--- src/hw/rtl/stt_pkg.sv ---
// ---------------------------------------------------------------------------
// stt_pkg: shared types and constants for the sparse triplet transpose
// Entry format of the sorting chain, cell control and register indexes.
// ---------------------------------------------------------------------------
`default_nettype none

package stt_pkg;

    localparam int MAX_TERMS  = 16;
    localparam int IDX_W      = 12;
    localparam int VALUE_W    = 32;
    localparam int CFG_W      = 13;
    localparam int CFG_IDX_W  = 1;
    localparam int TDATA_W    = 56;

    localparam logic [CFG_IDX_W-1:0] REG_MATRIX_ROWS = 1'd0;
    localparam logic [CFG_IDX_W-1:0] REG_MATRIX_COLS = 1'd1;

    typedef struct packed {
        logic [VALUE_W-1:0] value;
        logic [IDX_W-1:0]   col;
        logic [IDX_W-1:0]   row;
    } stt_entry_t;

    typedef struct packed {
        logic ins;
        logic pop;
    } stt_ctrl_t;

endpackage

`default_nettype wire

--- src/hw/rtl/stt_cell.sv ---
// ---------------------------------------------------------------------------
// stt_cell: one slot of the column-sorted triple chain
// Inserts a new triple in column order (stable), shifts right on insert
// and shifts left on pop.
// ---------------------------------------------------------------------------
`default_nettype none

module stt_cell (
    input  wire logic               aclk,
    input  wire logic               aresetn,
    input  wire stt_pkg::stt_ctrl_t ctrl,
    input  wire stt_pkg::stt_entry_t new_ent,
    input  wire stt_pkg::stt_entry_t left_ent,
    input  wire logic               left_valid,
    input  wire logic               left_gt,
    input  wire stt_pkg::stt_entry_t right_ent,
    input  wire logic               right_valid,
    output stt_pkg::stt_entry_t     ent,
    output logic                    valid,
    output logic                    gt
);
    import stt_pkg::*;

    stt_entry_t ent_reg, ent_next;
    logic       valid_reg, valid_next;

    // new triple goes ahead of this slot when it is empty or holds a larger column
    assign gt    = !valid_reg || (ent_reg.col > new_ent.col);
    assign ent   = ent_reg;
    assign valid = valid_reg;

    always_comb begin
        ent_next   = ent_reg;
        valid_next = valid_reg;
        if (ctrl.pop) begin
            ent_next   = right_ent;
            valid_next = right_valid;
        end else if (ctrl.ins) begin
            if (left_valid && left_gt) begin
                // make room: take the neighbor's triple
                ent_next   = left_ent;
                valid_next = 1'b1;
            end else if (gt && !left_gt) begin
                ent_next   = new_ent;
                valid_next = 1'b1;
            end
        end
    end

    always_ff @(posedge aclk) begin
        ent_reg <= ent_next;
        if (!aresetn) begin
            valid_reg <= 1'b0;
        end else begin
            valid_reg <= valid_next;
        end
    end

endmodule

`default_nettype wire

--- src/hw/rtl/sparse_triplet_transpose.sv ---
// ---------------------------------------------------------------------------
// sparse_triplet_transpose: transposes a list of sparse matrix triples
// Triples are sorted by column on arrival in a chain of cells; after the
// last request the chain drains from its head, row and column swapped.
// ---------------------------------------------------------------------------
//  channel  dir  fields (tdata low bit up)            end marker
//  s_       in   row[11:0] col[23:12] value[55:24]    s_tlast starts drain
//  m_       out  row[11:0] col[23:12] value[55:24]    m_tlast on final
//  cfg_     in   index 0 rows, 1 cols                 -
//
//  Loading takes one request per cycle; each stored triple moves into its
//  sorted slot in that cycle. Draining gives one result per cycle from the
//  head cell while m_tready is high, and s_tready stays low after loading
//  until the final kept triple is taken or the chain is found empty.
//  m_tready low holds the head cell; s_tready is low while draining.
//  Reset clears the cell valid bits and returns to loading; no sweep.
// ---------------------------------------------------------------------------
`default_nettype none

module sparse_triplet_transpose (
    input  wire logic                         aclk,
    input  wire logic                         aresetn,
    input  wire logic                         s_tvalid,
    output logic                              s_tready,
    input  wire logic [stt_pkg::TDATA_W-1:0]  s_tdata,   // in_row, in_col, in_value
    input  wire logic                         s_tlast,
    output logic                              m_tvalid,
    input  wire logic                         m_tready,
    output logic [stt_pkg::TDATA_W-1:0]       m_tdata,   // out_row, out_col, out_value
    output logic                              m_tlast,
    input  wire logic                         cfg_wr_en,
    input  wire logic [stt_pkg::CFG_IDX_W-1:0] cfg_index,
    input  wire logic [stt_pkg::CFG_W-1:0]    cfg_wr_data
);
    import stt_pkg::*;

    localparam logic PH_LOAD = 1'b0;
    localparam logic PH_EMIT = 1'b1;

    logic            phase_reg, phase_next;
    logic [CFG_W-1:0] matrix_cols_reg;

    stt_entry_t new_ent;
    stt_ctrl_t  ctrl;
    logic       accept, pop;

    stt_entry_t ent_a [MAX_TERMS+1];
    logic       vld_a [MAX_TERMS+1];
    logic       gt_a  [MAX_TERMS];
    logic [MAX_TERMS-1:0] vld_vec;

    assign new_ent.row   = s_tdata[IDX_W-1:0];
    assign new_ent.col   = s_tdata[2*IDX_W-1:IDX_W];
    assign new_ent.value = s_tdata[2*IDX_W+VALUE_W-1:2*IDX_W];

    assign s_tready = (phase_reg == PH_LOAD);
    assign accept   = s_tvalid && s_tready;
    assign m_tvalid = (phase_reg == PH_EMIT) && vld_a[0];
    assign pop      = m_tvalid && m_tready;

    // drop when full or column outside the matrix
    assign ctrl.ins = accept && !vld_a[MAX_TERMS-1]
                      && ({1'b0, new_ent.col} < matrix_cols_reg);
    assign ctrl.pop = pop;

    assign ent_a[MAX_TERMS] = '0;
    assign vld_a[MAX_TERMS] = 1'b0;

    for (genvar i = 0; i < MAX_TERMS; i++) begin : g_cell
        stt_entry_t l_ent;
        logic       l_vld, l_gt;
        if (i == 0) begin : g_head
            assign l_ent = '0;
            assign l_vld = 1'b0;
            assign l_gt  = 1'b0;
        end else begin : g_body
            assign l_ent = ent_a[i-1];
            assign l_vld = vld_a[i-1];
            assign l_gt  = gt_a[i-1];
        end
        stt_cell u_cell (
            .aclk        (aclk),
            .aresetn     (aresetn),
            .ctrl        (ctrl),
            .new_ent     (new_ent),
            .left_ent    (l_ent),
            .left_valid  (l_vld),
            .left_gt     (l_gt),
            .right_ent   (ent_a[i+1]),
            .right_valid (vld_a[i+1]),
            .ent         (ent_a[i]),
            .valid       (vld_a[i]),
            .gt          (gt_a[i])
        );
        assign vld_vec[i] = vld_a[i];
    end

    // swap row and column on the way out
    assign m_tdata = {ent_a[0].value, ent_a[0].row, ent_a[0].col};
    assign m_tlast = !vld_a[1];

    always_comb begin
        phase_next = phase_reg;
        unique case (phase_reg)
            PH_LOAD: begin
                if (accept && s_tlast) begin
                    phase_next = PH_EMIT;
                end
            end
            PH_EMIT: begin
                if (!vld_a[0] || (pop && m_tlast)) begin
                    phase_next = PH_LOAD;
                end
            end
            default: phase_next = PH_LOAD;
        endcase
    end

    always_ff @(posedge aclk) begin
        if (!aresetn) begin
            phase_reg       <= PH_LOAD;
            matrix_cols_reg <= CFG_W'(1);
        end else begin
            phase_reg <= phase_next;
            if (cfg_wr_en) begin
                // row count has no effect on the transpose: discard it
                unique case (cfg_index)
                    REG_MATRIX_COLS: matrix_cols_reg <= cfg_wr_data;
                    default: ;
                endcase
            end
        end
    end

`ifndef SYNTHESIS
    a_no_load_while_emit: assert property (@(posedge aclk) disable iff (!aresetn)
        m_tvalid |-> !s_tready)
        else $error("input taken while results pending");

    a_chain_packed: assert property (@(posedge aclk) disable iff (!aresetn)
        (vld_vec & (vld_vec + 1'b1)) == '0)
        else $error("cell chain has a gap");

    a_drain_continues: assert property (@(posedge aclk) disable iff (!aresetn)
        (pop && !m_tlast) |=> m_tvalid)
        else $error("drain stopped before last result");

    a_last_ends_drain: assert property (@(posedge aclk) disable iff (!aresetn)
        (pop && m_tlast) |=> (s_tready && vld_vec == '0))
        else $error("chain not empty after last result");
`endif

endmodule

`default_nettype wire
--- config.mk ---
export PLATFORM = sky130hd
export DESIGN_NAME = sparse_triplet_transpose
export DESIGN_NICKNAME = d
export VERILOG_FILES = /design/src/hw/rtl/stt_pkg.sv /design/src/hw/rtl/stt_cell.sv /design/src/hw/rtl/sparse_triplet_transpose.sv
export SDC_FILE = /design/constraint.sdc
export NUM_CORES = 2
export LEC_CHECK = 0
export BUFFER_PORTS_ARGS = -buffer_cell sky130_fd_sc_hd__buf_2
export CAP_MARGIN = 10
export CORE_MARGIN = 2
export CORE_UTILIZATION = 31
export CTS_BUF_LIST = sky130_fd_sc_hd__clkbuf_2
export CTS_CLUSTER_SIZE = 20
export DETAILED_ROUTE_END_ITERATION = 16
export HOLD_SLACK_MARGIN = 0.08
export PLACE_DENSITY_LB_ADDON = 0.08
export SYNTH_ARGS = -nofsm -noshare
export SYNTH_HDL_FRONTEND = slang
export SYNTH_HIERARCHICAL = 1
export SYNTH_SLANG_ARGS = --single-unit
--- constraint.sdc ---
create_clock -name aclk -period 14.7 [get_ports aclk]
set_input_delay 2.94 -clock aclk [delete_from_list [all_inputs] [get_ports aclk]]
set_output_delay 2.94 -clock aclk [all_outputs]
set_load 0.02 [all_outputs]
==> impl_results.md <==
- Drt wl/cell: 21.0 µm
- Clk buf depth: 4
- DP Area: 55300 µm²
- Switching power total: 1.55 mW
- Ports: 135
- Max FFs per register: 896
- Crit path capture type: flip-flop
- Final core occ: 34.4%
- Port Buffers: 134
- Post-cts hold buffer count: 0
- R2r setup slk: 9920 ps
- Unrepaired setup endpoints after global routing: false
- Syn avg cell area: 10.8 µm²
- DP HPWL: 97000 µm
- CTS root buf: clkbuf_2
- Setup violators final: 0
- Starting Density: 31.3%
- Final worst slack: 8790 ps
- Least-Margin Pin Slew: 1180 ps
- Die footprint: 172000 µm²
- Fill count: 17300
- WL final: 158000 µm
- Share of layout cells above drive strength 1: 12.9%
- CTS Sinks: 926
- Crit path DAT: 7070 ps
- Site Rows: 150
- Flop pwr share: 54.7%
- P_leak: 25.6 nW
- Logic pwr share: 8.8%
- Post-Syn Area: 52400 µm²
- Worst Setup Path Type: input pin to flip-flop
- Met3 wire length: 7080 µm
- Tmin final: 5910 ps
- Number of buffers created by CTS: 301
- Hold Path Stages: 2
- Final Cell Area: 57700 µm²
- Worst-path clk slew: 100 ps
- Skew final: 179 ps
- Critical path required time: 15860 ps
- Post-synthesis cell count: 4865
- Die width: 415 µm
- Final RePlAce weighted congestion: 0.727
- Die Y-Extent: 415 µm
- Setup_tns: 0 ps
- Slowest Stage Delay on Critical Path: 800 ps
- First-pass GRT wire length: 239000 µm
- Htree depth: 5
- Vias post-DR: 37300
- Crit-path cells: buf_2 > buf_4 > ha_1 > a211oi_1 > o21ai_0 > a21oi_1 > o221a_1 > o21ai_0 > a21o_1 > o21ai_4 > buf_4
- Clock latency on the worst-skew pair: 1700 ps
- Worst hold start: g_cell[12].u_cell/ent[50]$_DFFE_PP_
- Sink of the worst hold path: g_cell[11].u_cell/ent[50]$_DFFE_PP_
- Final Hold Vio Count: 0
- PD cells: 94.6 nW/µm²
- Core box area: 167000 µm²
- Max Slew Vio Count: 0
- Largest fanout on the critical path: 43
- DRC viols: 0
- Pre-CTS WS: 7170 ps
- Reg-to-reg endpoint: g_cell[3].u_cell/ent[47]$_DFFE_PP_
- Clock power frac: 36.6%
- Post-CTS Setup Inserts: 0
- DRT iter0 DRCs: 3018
- Metal-1 WL: 82700 µm
- Detail Route Antenna Nets: 0
- Largest net degree at the start of global routing: 260
- Vias in the first global route: 36800
- CTS resizes: 0
- Synth warn: 6
- Fin crit share: 40.2%
- First drt pass iteration count: 7
- CTS tree: done
- Buf/Inv on CP: 3
- Routed vias/inst: 4.94
- Final hold slack: 470 ps
- P_int: 3.91 mW
- Worst hold path class: flip-flop to flip-flop
- Nets: 5448
- Top layer reached by signal wires: met5
- Switch share: 28.3%
- Max Cap Viol: 0
- GR Overflow Total: 0
- R2R cell count: 6
- Slew headroom: 21.4%
- Critical Path Slowest Stage Cell: buf_4
- Status: finished, final reports clean
- Worst setup SP type: input pin
- Max Fclk: 0.169 GHz
- Critical R2R Launch: g_cell[0].u_cell/valid$_SDFFE_PN0P_
- Top delay family on crit path: compound AO/OA/AOI/OAI gates
- Initial antenna violation count: 14
- Peak supply drop: 0.0739 mV
- Routed wl met2: 65300 µm
- Total track usage: 18.0%
- P&R area growth vs syn: 10.2%
[power by group through the flow]
stage	sequential, mW	combinational (mW)	clock (mW)
6_report	2.98	0.477	2.00
5_1_grt	2.99	0.540	2.25
4_1_cts	2.98	0.480	2.12
3_5_place_dp	3.04	0.478	0
3_3_place_gp	3.04	0.470	0
2_1_floorplan	3.04	0.302	0
[worst register-to-register path, stage by stage, from the launching register on]
cell,delay (ps)
dfxtp_1,320
buf_4,240
and3_4,970
buf_4,790
buf_12,470
buf_12,940
o21ai_0,680
[cell type report]
| cell class | instances | area (µm²) | share of cell area [%] |
|---|---|---|---|
| Clock inverter | 44 | 220 | 0.382 |
| Tap cell | 2204 | 2760 | 4.78 |
| Antenna cell | 12 | 30.0 | 0.0521 |
| Multi-Input combinational cell | 3507 | 23000 | 39.9 |
| Clock buffer | 420 | 2100 | 3.65 |
| Sequential cell | 926 | 27500 | 47.7 |
| Timing Repair Buffer | 185 | 1120 | 1.94 |
| Inverter | 248 | 931 | 1.61 |
[worst max-delay path by stage]
stage / endpoint / cells after the start / from
3_5_place_dp: g_cell[11].u_cell/ent[51]$_DFFE_PP_ / 11 / s_tdata[18]
3_3_place_gp: g_cell[6].u_cell/ent[15]$_DFFE_PP_ / 11 / s_tdata[18]
5_1_grt: m_tlast / 2 / g_cell[1].u_cell/valid$_SDFFE_PN0P_
2_1_floorplan: g_cell[10].u_cell/ent[0]$_DFFE_PP_ / 11 / s_tdata[15]
4_1_cts: m_tlast / 2 / g_cell[1].u_cell/valid$_SDFFE_PN0P_
6_report: g_cell[10].u_cell/ent[44]$_DFFE_PP_ / 11 / s_tdata[18]
[per-layer routing]
metal,track usage (%),vias to the layer above
met2,25.8,872
met1,27.4,17900
met4,5.19,8
met3,3.10,278
met5,0,-
li1,-,18200
[layout by cell type (no fill, tap or decap), types with 38 or more instances in the layout]
| cell type | count |
|---|---|
| nand2_1 | 954 |
| mux2i_1 | 896 |
| edfxtp_1 | 896 |
| o21ai_0 | 891 |
| clkbuf_2 | 420 |
| inv_1 | 248 |
| ha_1 | 203 |
| buf_2 | 134 |
| conb_1 | 118 |
| a21oi_1 | 83 |
| o21ai_1 | 54 |
| buf_4 | 46 |
| nand4_1 | 39 |
| clkinv_1 | 38 |
| nor2_1 | 38 |
[metrics by stage]
step | power [mW] | std cells
floorplan | 3.34 | 4982
CTS | 5.58 | 7534
global placement | 3.51 | 7070
global route | 5.77 | 7545
detailed placement | 3.52 | 7070
finish | 5.45 | 7546
Note: power is estimated with default switching activity, not from simulation.
